### src/design/gisf_ram.sv
// Generic single-write, single-read RAM with registered read data.
// No dependencies.
`timescale 1ns / 1ps
`default_nettype none
module gisf_ram #(
  parameter int WIDTH = 8,
  parameter int DEPTH = 256
) (
  input  wire logic                     clk_i,
  input  wire logic                     we_i,
  input  wire logic [$clog2(DEPTH)-1:0] waddr_i,
  input  wire logic [WIDTH-1:0]         wdata_i,
  input  wire logic [$clog2(DEPTH)-1:0] raddr_i,
  output      logic [WIDTH-1:0]         rdata_o
);

  logic [WIDTH-1:0] mem_q [DEPTH];

  always_ff @(posedge clk_i) begin
    if (we_i) begin
      mem_q[waddr_i] <= wdata_i;
    end
    rdata_o <= mem_q[raddr_i];
  end

endmodule
`default_nettype wire

### config.mk
export PLATFORM = sky130hd
export DESIGN_NAME = gisf_ram
export DESIGN_NICKNAME = d
export VERILOG_FILES = /design/src/design/gisf_ram.sv
export SDC_FILE = /design/constraint.sdc
export NUM_CORES = 2
export LEC_CHECK = 0
export CORE_MARGIN = 2
export CORE_UTILIZATION = 40
export DETAILED_ROUTE_END_ITERATION = 16
export DONT_BUFFER_PORTS = 1
export PLACE_DENSITY = 0.54
export SKIP_CTS_REPAIR_TIMING = 1
export SYNTH_ARGS = -nofsm -noshare
export SYNTH_HDL_FRONTEND = slang
export SYNTH_SLANG_ARGS = --single-unit
### constraint.sdc
create_clock -name clk_i -period 5.02 [get_ports clk_i]
set_clock_uncertainty 0.05 [all_clocks]
set_input_delay 0.502 -clock clk_i [delete_from_list [all_inputs] [get_ports clk_i]]
set_output_delay 0.502 -clock clk_i [all_outputs]
set_load 0.03 [all_outputs]
==> impl_metrics.ini <==
[outcome]
outcome = complete, but fails checks
violations = max-capacitance violations, max-slew violations

[setup_path]
path_buf_inv = 3
crit_top_cell = buf_16
rrSetupSlack_ns = 2.07
crit_type = primary input to flip-flop
cp_top_family = buffers and inverters
r2r_end = rdata_o[2]$_DFF_P_
worst-path-max-fanout = 138
cp_num_cells = 8
worstSetupEndpoint = rdata_o[2]$_DFF_P_
cp.arrival_ns = 5.14
worst_setup_path_start_kind = primary input
required_ns = 5.64
critPathSlowestCell = nor4_1
reg2reg_depth = 5
cp_cell_sequence = buf_16, buf_16, buf_16, mux4_2, o22ai_1, nor3_1, nor4_1, nor4_2
crit_start = raddr_i[0]
max_stage_delay_ns = 1.22
regToRegStartpoint = mem_q[192][2]$_DFFE_PP_
cp-end-kind = flip-flop

[layout]
fin_util_pct = 45.4
layout_commonest_cell = edfxtp_1
regArea_um2 = 61700
finalNonFillerCells = 6656
fin_area_um2 = 89600
multi_input_area_um2 = 16600
final.fill_count = 16700
drive_gt1_share_pct = 22.4
fin_nets = 3870
layout_common_cells = edfxtp_1, mux4_2, nor2_1
area_growth_syn_to_layout_pct = 12.7

[clock_tree]
cts_tree = yes
cts_sinks = 2056
cts_buffer_depth = 3
cts_made_buffers = 207
clk_pin_slew_ns = 0.06
clk_latency_ns = 0.86
htree_levels = 4
root_buffer = clkbuf_16

[logic_synthesis]
ys_seq_area_share_pct = 77.5
synth_edf_count = 2048
synthArstFlopShare_pct = 0
synth_area_um2 = 79600
ys_types = 55
syn_avg_cell_area_um2 = 21.3
synth.top_cell.area_share_pct = 77.3
synth.yosys.warnings = 0
ys.flop_type = edfxtp_1
yosysTopAreaCell = edfxtp_1
syn_inst = 3733
syn_nets = 3759
synth-seq-cells = 2056
synth_area_leaders = edfxtp_1, mux4_2, mux2i_1, nor2_1, a22oi_1

[timing]
slew_headroom_pct = -11.0
post-route-min-period_ns = 4.52
fmax_mhz = 221
rsz0062_at_grt = no
tightest_slew_ns = 1.66
setup_viol = 0
whs_ns = 0.0424
finalHoldViolations = 0
finalCritPeriodShare_pct = 90.1
setup_ws_ns = 0.499
drv_slew = 101
tns_ns = 0

[route]
wl_per_cell_um = 31.5
num_vias = 38200
drtAntennaViolNets = 0
route.detailed.drc = 0
firstDrtPassIters = 5
drt-initial-drc-count = 4230
vias_per_cell = 5.75
drt-total-wl_mm = 209

[power_and_ir_drop]
peakVddDrop_uv = 306
finalPower_mw = 35.8
powerDensity_nw_per_um2 = 399
leakage_nw = 27.4

[flow_run]
max_cap_violations = 1

[global_route]
grt_pass1_vias = 38400
grt_pass1_wl_mm = 291
grt-ovfl-total = 0
grt.total_usage_pct = 20.1
grt_max_degree = 579
antenna_found_initial = 8

[floorplan]
die_h_um = 450
start_util_pct = 40.3
core_area_um2 = 197000
die_area_um2 = 202000
floorplan.rows = 163
fp.dieW_um = 450
io_pins = 34

[place]
placed_cell_area_um2 = 82300
io_buffers = 0
place_ws_ns = 0.994
gp_congestion = 0.799
dpl.hpwl_mm = 112
dp_cells = 6249

[worst_hold_path]
holdCritPathClass = primary input to flip-flop
[report_power, final]
group / switching (mW) / internal, mW / leakage (nW)
Clock: 6.61 / 8.59 / 3.22
Combinational: 0.989 / 0.572 / 5.68
Sequential: 0.0645 / 18.9 / 18.5
[worst min path at each step]
stage	startpoint	end	slack [ns]	cells after the start
4_1_cts	wdata_i[2]	mem_q[211][2]$_DFFE_PP_	-0.33	0
2_1_floorplan	wdata_i[0]	mem_q[0][0]$_DFFE_PP_	0.55	0
6_report	wdata_i[7]	mem_q[116][7]$_DFFE_PP_	0.04	1
5_1_grt	wdata_i[5]	mem_q[189][5]$_DFFE_PP_	0.003	1
3_5_place_dp	wdata_i[2]	mem_q[214][2]$_DFFE_PP_	0.59	0
3_3_place_gp	wdata_i[1]	mem_q[209][1]$_DFFE_PP_	0.59	0
[kinds of logic (layout without fill, tap and decap cells)]
group | count (synthesis) | in the layout | share of synthesized area, %
AOI/OAI and AO/OA | 385 | 385 | 3.42
buffers and inverters | 235 | 516 | 1.83
DFF | 2056 | 2056 | 77.5
muxes | 591 | 591 | 14.6
other | 0 | 2 | 0
and+or+nand+nor | 466 | 466 | 2.63
[cell type report]
| cell class | count | share of cell area (%) |
|---|---|---|
| Antenna cell | 2 | 0.00558 |
| Clock buffer | 267 | 6.11 |
| Clock inverter | 112 | 1.27 |
| Inverter | 2 | 0.00837 |
| Multi-Input combinational cell | 1442 | 18.5 |
| Sequential cell | 2056 | 68.8 |
| Tap cell | 2640 | 3.68 |
| Timing Repair Buffer | 135 | 1.67 |
[cell usage after synthesis, types with 24 or more instances]
cell type,n
nor2_1,282
clkbuf_1,111
o22ai_1,28
nor2b_1,31
nand2_1,33
mux4_2,454
nand3_1,34
mux2i_1,134
buf_4,27
a21oi_1,96
edfxtp_1,2048
o221ai_1,46
buf_2,31
nor4_1,24
a22oi_1,133
[layer usage]
layer	global-route usage [%]	part of all wire, %	vias to the layer above
met5	0	0.013	-
met3	3.47	6.3	251
met2	31.9	48	1287
li1	-	-	15900
met1	29.0	43	20800
met4	4.83	2.0	4
[sequential cells by signal, summed over array words and instances, names as in the netlist]
| register | count |
|---|---|
| mem_q | 2048 |
| rdata_o | 8 |
Note: power is estimated with default switching activity, not from simulation.
